`config.mk`:
```
export PLATFORM = sky130hd
export DESIGN_NAME = multibyte_char_unit_framer
export DESIGN_NICKNAME = d
export VERILOG_FILES = /design/src/hdl/mbcf_pkg.sv /design/src/hdl/multibyte_char_unit_framer.sv /design/src/hdl/mbcf_decode.sv
export SDC_FILE = /design/constraint.sdc
export NUM_CORES = 1
export LEC_CHECK = 0
export BUFFER_PORTS_ARGS = -buffer_cell sky130_fd_sc_hd__buf_2
export CORE_MARGIN = 8
export CORE_UTILIZATION = 40
export CTS_CLUSTER_SIZE = 20
export DETAILED_ROUTE_END_ITERATION = 16
export GPL_ROUTABILITY_DRIVEN = 1
export GPL_TIMING_DRIVEN = 0
export HOLD_SLACK_MARGIN = 0.03
export PLACE_DENSITY = 0.64
export SLEW_MARGIN = 40
export SYNTH_ARGS = -nofsm -noshare
export SYNTH_HDL_FRONTEND = slang
export SYNTH_HIERARCHICAL = 1
export SYNTH_SLANG_ARGS = --single-unit
```
`constraint.sdc`:
```
create_clock -name clk_i -period 5.3 [get_ports clk_i]
set_clock_uncertainty 0.05 [all_clocks]
set_input_delay 1.325 -clock clk_i [delete_from_list [all_inputs] [get_ports clk_i]]
set_output_delay 1.325 -clock clk_i [all_outputs]
set_load 0.005 [all_outputs]
```
`src/hdl/mbcf_pkg.sv`:
```
// Shared types and constants for the multibyte character unit framer.
// No dependencies; used by mbcf_decode and multibyte_char_unit_framer.
package mbcf_pkg;

  // Encoding selection held in the mode register
  typedef enum logic [1:0] {
    ENC_SINGLE = 2'd0,
    ENC_SJIS   = 2'd1,
    ENC_UTF8   = 2'd2,
    ENC_UTF16  = 2'd3
  } mode_e;

  localparam mode_e MODE_RESET = ENC_UTF8;

  localparam logic [7:0] QMARK = 8'h3f;

  // Output queue sizing
  localparam int unsigned FIFO_DEPTH = 4;
  localparam int unsigned PTR_W      = $clog2(FIFO_DEPTH);
  localparam int unsigned CNT_W      = $clog2(FIFO_DEPTH + 1);

  // One result transaction
  typedef struct packed {
    logic [31:0] char_value;
    logic [2:0]  unit_bytes;
    logic        invalid_lead;
    logic        end_marker;
    logic        last_result;
  } result_t;

  // Partial unit state
  typedef struct packed {
    logic [31:0] pending_value;
    logic [1:0]  bytes_remaining;
    logic [2:0]  bytes_taken;
  } unit_t;

  // Decoder outputs: up to two results plus the next unit state
  typedef struct packed {
    result_t     res0;
    result_t     res1;
    logic [1:0]  num_results;
    unit_t       unit_next;
  } decode_t;

endpackage

```
`src/hdl/multibyte_char_unit_framer.sv`:
```
// Top level of the multibyte character unit framer: mode register, unit
// state, decoder and a small result queue. Depends on mbcf_pkg, mbcf_decode.
// Results are queued as their byte is taken; the queue head drives the outputs.
// Throughput: one byte per cycle; a zero byte closing a partial unit queues two
// results, and input stalls only while the 4-entry result queue lacks room for two.
// Reset: mode returns to UTF-8, unit state and queue are cleared.
module multibyte_char_unit_framer (
  input  logic        clk_i,
  input  logic        rst_ni,
  // configuration
  input  logic        cfg_we_i,
  input  logic [1:0]  cfg_wdata_i,
  // byte input
  input  logic        in_valid_i,
  output logic        in_stall_o,
  input  logic [7:0]  byte_in_i,
  // result output
  output logic        out_valid_o,
  input  logic        out_stall_i,
  output logic [31:0] char_value_o,
  output logic [2:0]  unit_bytes_o,
  output logic        invalid_lead_o,
  output logic        end_marker_o,
  output logic        last_result_o
);

  localparam logic [mbcf_pkg::CNT_W-1:0] CNT_LIMIT =
    mbcf_pkg::CNT_W'(mbcf_pkg::FIFO_DEPTH - 2);

  mbcf_pkg::mode_e   mode_q;
  mbcf_pkg::unit_t   unit_q, unit_d;
  mbcf_pkg::decode_t dec;

  mbcf_pkg::result_t                 fifo_mem [mbcf_pkg::FIFO_DEPTH];
  logic [mbcf_pkg::PTR_W-1:0]        wr_ptr_q, wr_ptr_d, wr_ptr_nx;
  logic [mbcf_pkg::PTR_W-1:0]        rd_ptr_q, rd_ptr_d;
  logic [mbcf_pkg::CNT_W-1:0]        count_q, count_d;
  logic                              in_fire, out_fire;
  logic [1:0]                        push_num;

  mbcf_decode u_decode (
    .mode_i    (mode_q),
    .byte_in_i (byte_in_i),
    .unit_i    (unit_q),
    .dec_o     (dec)
  );

  // handshake
  assign in_stall_o  = (count_q > CNT_LIMIT);
  assign in_fire     = in_valid_i && !in_stall_o;
  assign out_valid_o = (count_q != '0);
  assign out_fire    = out_valid_o && !out_stall_i;
  assign push_num    = in_fire ? dec.num_results : 2'd0;

  // unit state next value; a mode write discards a partial unit
  always_comb begin
    unit_d = unit_q;
    if (cfg_we_i) begin
      unit_d = '0;
    end else if (in_fire) begin
      unit_d = dec.unit_next;
    end
  end

  // queue pointers
  assign wr_ptr_nx = wr_ptr_q + mbcf_pkg::PTR_W'(1);
  assign wr_ptr_d  = wr_ptr_q + mbcf_pkg::PTR_W'(push_num);
  assign rd_ptr_d  = out_fire ? rd_ptr_q + mbcf_pkg::PTR_W'(1) : rd_ptr_q;
  assign count_d   = count_q + mbcf_pkg::CNT_W'(push_num)
                     - mbcf_pkg::CNT_W'(out_fire);

  // control registers
  always_ff @(posedge clk_i or negedge rst_ni) begin
    if (!rst_ni) begin
      mode_q   <= mbcf_pkg::MODE_RESET;
      unit_q   <= '0;
      wr_ptr_q <= '0;
      rd_ptr_q <= '0;
      count_q  <= '0;
    end else begin
      if (cfg_we_i) begin
        mode_q <= mbcf_pkg::mode_e'(cfg_wdata_i);
      end
      unit_q   <= unit_d;
      wr_ptr_q <= wr_ptr_d;
      rd_ptr_q <= rd_ptr_d;
      count_q  <= count_d;
    end
  end

  // result queue storage
  always_ff @(posedge clk_i) begin
    if (push_num != 2'd0) begin
      fifo_mem[wr_ptr_q] <= dec.res0;
    end
    if (push_num == 2'd2) begin
      fifo_mem[wr_ptr_nx] <= dec.res1;
    end
  end

  // head of queue drives the outputs
  assign char_value_o   = fifo_mem[rd_ptr_q].char_value;
  assign unit_bytes_o   = fifo_mem[rd_ptr_q].unit_bytes;
  assign invalid_lead_o = fifo_mem[rd_ptr_q].invalid_lead;
  assign end_marker_o   = fifo_mem[rd_ptr_q].end_marker;
  assign last_result_o  = fifo_mem[rd_ptr_q].last_result;

endmodule

```
`src/hdl/mbcf_decode.sv`:
```
// Combinational byte decoder: frames one byte against the partial unit state.
// Depends on mbcf_pkg.
module mbcf_decode (
  input  mbcf_pkg::mode_e   mode_i,
  input  logic [7:0]        byte_in_i,
  input  mbcf_pkg::unit_t   unit_i,
  output mbcf_pkg::decode_t dec_o
);

  mbcf_pkg::result_t r0;
  mbcf_pkg::result_t r1;
  mbcf_pkg::unit_t   nxt;
  logic [1:0]        num;
  logic [31:0]       shifted;
  logic [2:0]        taken_inc;
  logic [1:0]        rem_dec;

  assign shifted   = {unit_i.pending_value[23:0], byte_in_i};
  assign taken_inc = unit_i.bytes_taken + 3'd1;
  assign rem_dec   = unit_i.bytes_remaining - 2'd1;

  always_comb begin
    r0  = '0;
    r1  = '0;
    nxt = unit_i;
    num = 2'd0;
    // default single-result form: the byte itself, one byte
    r0.char_value  = {24'b0, byte_in_i};
    r0.unit_bytes  = 3'd1;
    r0.last_result = 1'b1;

    if (byte_in_i == 8'd0) begin
      // end of string: flush any partial unit, then the end marker
      nxt = '0;
      r1  = '0;
      r1.end_marker  = 1'b1;
      r1.last_result = 1'b1;
      if (unit_i.bytes_taken != 3'd0) begin
        r0.char_value  = unit_i.pending_value;
        r0.unit_bytes  = unit_i.bytes_taken;
        r0.last_result = 1'b0;
        num = 2'd2;
      end else begin
        r0  = r1;
        num = 2'd1;
      end
    end else begin
      unique case (mode_i)
        mbcf_pkg::ENC_SINGLE: begin
          num = 2'd1;
        end
        mbcf_pkg::ENC_SJIS: begin
          if (unit_i.bytes_taken != 3'd0) begin
            r0.char_value = shifted;
            r0.unit_bytes = 3'd2;
            nxt = '0;
            num = 2'd1;
          end else if (byte_in_i[7]) begin
            nxt.pending_value   = {24'b0, byte_in_i};
            nxt.bytes_remaining = 2'd1;
            nxt.bytes_taken     = 3'd1;
          end else begin
            num = 2'd1;
          end
        end
        mbcf_pkg::ENC_UTF8: begin
          if (unit_i.bytes_remaining != 2'd0) begin
            // trail byte, shifted in unchecked
            if (rem_dec == 2'd0) begin
              r0.char_value = shifted;
              r0.unit_bytes = taken_inc;
              nxt = '0;
              num = 2'd1;
            end else begin
              nxt.pending_value   = shifted;
              nxt.bytes_taken     = taken_inc;
              nxt.bytes_remaining = rem_dec;
            end
          end else if (!byte_in_i[7]) begin
            num = 2'd1;
          end else if ((byte_in_i & 8'he0) == 8'hc0 ||
                       (byte_in_i & 8'hf0) == 8'he0 ||
                       (byte_in_i & 8'hf8) == 8'hf0) begin
            // valid lead byte opens a unit
            nxt.pending_value = {24'b0, byte_in_i};
            nxt.bytes_taken   = 3'd1;
            if ((byte_in_i & 8'he0) == 8'hc0) begin
              nxt.bytes_remaining = 2'd1;
            end else if ((byte_in_i & 8'hf0) == 8'he0) begin
              nxt.bytes_remaining = 2'd2;
            end else begin
              nxt.bytes_remaining = 2'd3;
            end
          end else begin
            // stray continuation or bad lead
            r0.char_value   = {24'b0, mbcf_pkg::QMARK};
            r0.invalid_lead = 1'b1;
            num = 2'd1;
          end
        end
        mbcf_pkg::ENC_UTF16: begin
          if (unit_i.bytes_taken != 3'd0) begin
            r0.char_value = {16'b0, byte_in_i, unit_i.pending_value[7:0]};
            r0.unit_bytes = 3'd2;
            nxt = '0;
            num = 2'd1;
          end else begin
            nxt.pending_value   = {24'b0, byte_in_i};
            nxt.bytes_remaining = 2'd1;
            nxt.bytes_taken     = 3'd1;
          end
        end
        default: begin
          num = 2'd1;
        end
      endcase
    end
  end

  assign dec_o.res0        = r0;
  assign dec_o.res1        = r1;
  assign dec_o.num_results = num;
  assign dec_o.unit_next   = nxt;

endmodule
```
==> reports/qor.csv <==
metric,value,unit
reg2reg end,fifo_mem[1][15],
Rel. slew slack,44.2,%
largest net degree at the start of global routing,47,
RSZ-0062 raised after global routing,no,
first-pass GRT wire length,40.6,mm
Post-CTS Hold Buffers,0,
routed wire length,26.2,mm
synth unique cells,63,
post-synthesis compound-gate area fraction,10.7,%
port bufs,51,
post-synthesis mux area share,25.8,%
Die X,184,um
Synth Instances,754,
GPL Wtd Cong,0.923,
CP Class,input pin to flop,
nets,900,
area grow syn2layout,14.7,%
number of synthesized flops with an enable pin,152,
R2R Path Start,unit_q[3],
layout cell share with drive strength beyond 1,44.9,%
vias per cell,5.40,
depth of the worst hold-timing path,1,
I/O pin count,55,
grt total ovfl,0,
LEAKAGE,5.42,nW
Hold Path End,mode_q[0],
vias in the first global route,6969,
most frequent CP cell,buf_4,
Post-Synth Adder-Cell Area,1.06,%
DR pass1 iterations,5,
antenna cells,0,
Yosys top cell by area,edfxtp_1,
full die area,33900,sq um
clock tree buffer depth,2,
Worst Path Required,5.38,ns
worst setup margin,0.987,ns
Final period util,81.4,%
"most common cell after layout, fill and taps aside",edfxtp_1,
arrival time worst endpoint,4.39,ns
startpoint types,input pin,
setup_tns,0,ns
"Cell Area, Synth",11300,sq um
xor/xnor cell area share of the yosys netlist,0.465,%
Worst-Margin Slew,0.836,ns
Critical-path top delay cell,o21ai_0,
initial antenna violation count,1,
critical path endpoint category,flop,
sequential fraction of the synthesis area,50.5,%
clock sinks,198,
aggregate global-route resource usage,15.7,%
Peak VDD IR,256,uV
reg2reg setup slack,1.18,ns
Setup Viol. Count Final,0,
Mapped Avg Cell Area,15.0,sq um
"Cell Chain, Critical Path",buf_4 -> and2_1 -> buf_2 -> a31oi_1 -> o21ai_0 -> a21oi_1 -> inv_1 -> nand2_1 -> a211oi_4 -> buf_4 -> buf_4,
DPL Wire Length,18.4,mm
Core Region,27800,sq um
Crit path max-delay family,compound AO/OA/AOI/OAI gates,
CTS tree,yes,
Starting Density,40.7,%
Skew-Pair Late Insertion Delay,0.43,ns
pre-CTS WS,0.600,ns
most frequent cells in the layout,"152 x edfxtp_1, 88 x a22o_1, 80 x mux2_4",
crit path max fanout,9,
drt wl/cell,20.7,um
reg2reg path depth,12,
Die H,184,um
htree depth,4,
fin cells,1267,
crit path time final,4.31,ns
Highest Clock Rate,232,MHz
critical path's largest stage delay,0.61,ns
Antenna Nets Post-Route,0,
number of fill cells in the layout,2535,
placed instance area,12400,sq um
largest family of logic cells by synthesized area,multiplexers,
synth top area cells,"edfxtp_1 40%, mux2_4 11%, dfrtp_1 10%",
via count,6845,
CP bufs+invs,5,
Synth Flop Type,edfxtp_1,
simple-gate share of the synthesized area,4.90,%
Seq cells post-synth,198,
cts repair resizes,0,
min-delay src,mode_q[0],
top cell type's share of synthesized area,40.4,%
status,"finished, final reports clean",
Post-CTS Setup Inserts,0,
Pins Over Slew Limit,0,
PwrDens,352,nW/um^2
initial drt markers,693,
ys async rst share,23.2,%
HP Class,flop to flop,
yosys warns,6,
max-capacitance violation count,0,
CTS Buf Count,17,
residual DRC count,0,
Cell Rows,61,
Clock Pin Slew Worst Setup and Hold Paths,0.07,ns
cell count after placement,1235,
root buffer cell,clkbuf_16,
Hold WS,0.461,ns
final non-filler cell area,13000,sq um
Final Hold Vio Count,0,
## area by class of cell
cell class | instances | area, sq um | area share [%]
Clock inverter | 12 | 115 | 0.887
Clock buffer | 20 | 457 | 3.52
Multi-Input combinational cell | 482 | 5050 | 38.9
Timing Repair Buffer | 68 | 427 | 3.29
Buffer | 91 | 663 | 5.11
Tap cell | 378 | 473 | 3.65
Inverter | 18 | 70.1 | 0.540
Sequential cell | 198 | 5720 | 44.1
## registers in the layout, indices dropped and copies added, names as in the netlist
signal and cells:
rd_ptr_q 2, fifo_mem 152, unit_q 37, count_q 3
mode_q 2, wr_ptr_q 2
## worst max-delay path by stage
stage | start | to | slack (ns) | cells after the start
detailed placement | byte_in_i[6] | fifo_mem[1][14] | 0.60 | 11
global placement | byte_in_i[3] | fifo_mem[1][18] | -3.84 | 7
floorplan | byte_in_i[6] | fifo_mem[1][0] | -0.70 | 8
finish | byte_in_i[6] | fifo_mem[1][15] | 0.99 | 11
CTS | byte_in_i[6] | fifo_mem[1][15] | 1.06 | 11
global route | byte_in_i[6] | fifo_mem[1][8] | 0.84 | 11
## metrics by stage
stage / total power (W) / utilization, %
3_5_place_dp: 0.00334 / 44.6
3_3_place_gp: 0.00329 / 43.8
2_1_floorplan: 0.00282 / -
5_1_grt: 0.00480 / 46.7
6_report: 0.00457 / 46.7
4_1_cts: 0.00462 / 46.7
## layer usage
layer / global-route usage (%) / part of all wire, % / wire, um
met1: 20.5 / 44 / 11600
met2: 26.4 / 49 / 12800
met3: 2.64 / 5.0 / 1320
met4: 4.84 / 1.7 / 456
met5: 0 / 0.046 / 12
## synthesized netlist by cell type, drive strengths merged, types with 8 or more instances
library cell / instances
nor3: 9
mux4: 38
edfxtp: 152
ha: 8
buf: 81
inv: 18
nor2: 17
dfrtp: 45
nand2: 18
clkbuf: 10
a221o: 11
and3: 8
a22o: 88
a21oi: 15
mux2: 156
## power breakdown
part | switching (W) | leakage [nW] | internal, W
combinational | 0.000733 | 3.10 | 0.000643
sequential | 0.0000774 | 2.03 | 0.00183
clock | 0.000603 | 0.287 | 0.000685
## logic make-up (layout without fill, tap and decap cells)
kind of cell,Yosys count,after routing
AO/OA/AOI/OAI,145,145
XOR/XNOR,6,6
flip-flops,198,198
adder cells (fa/ha/maj),9,9
AND/OR/NAND/NOR,91,91
multiplexers,195,195
buffers and inverters,109,209
other,1,36
No activity file was read; power rests on OpenSTA's default activity.
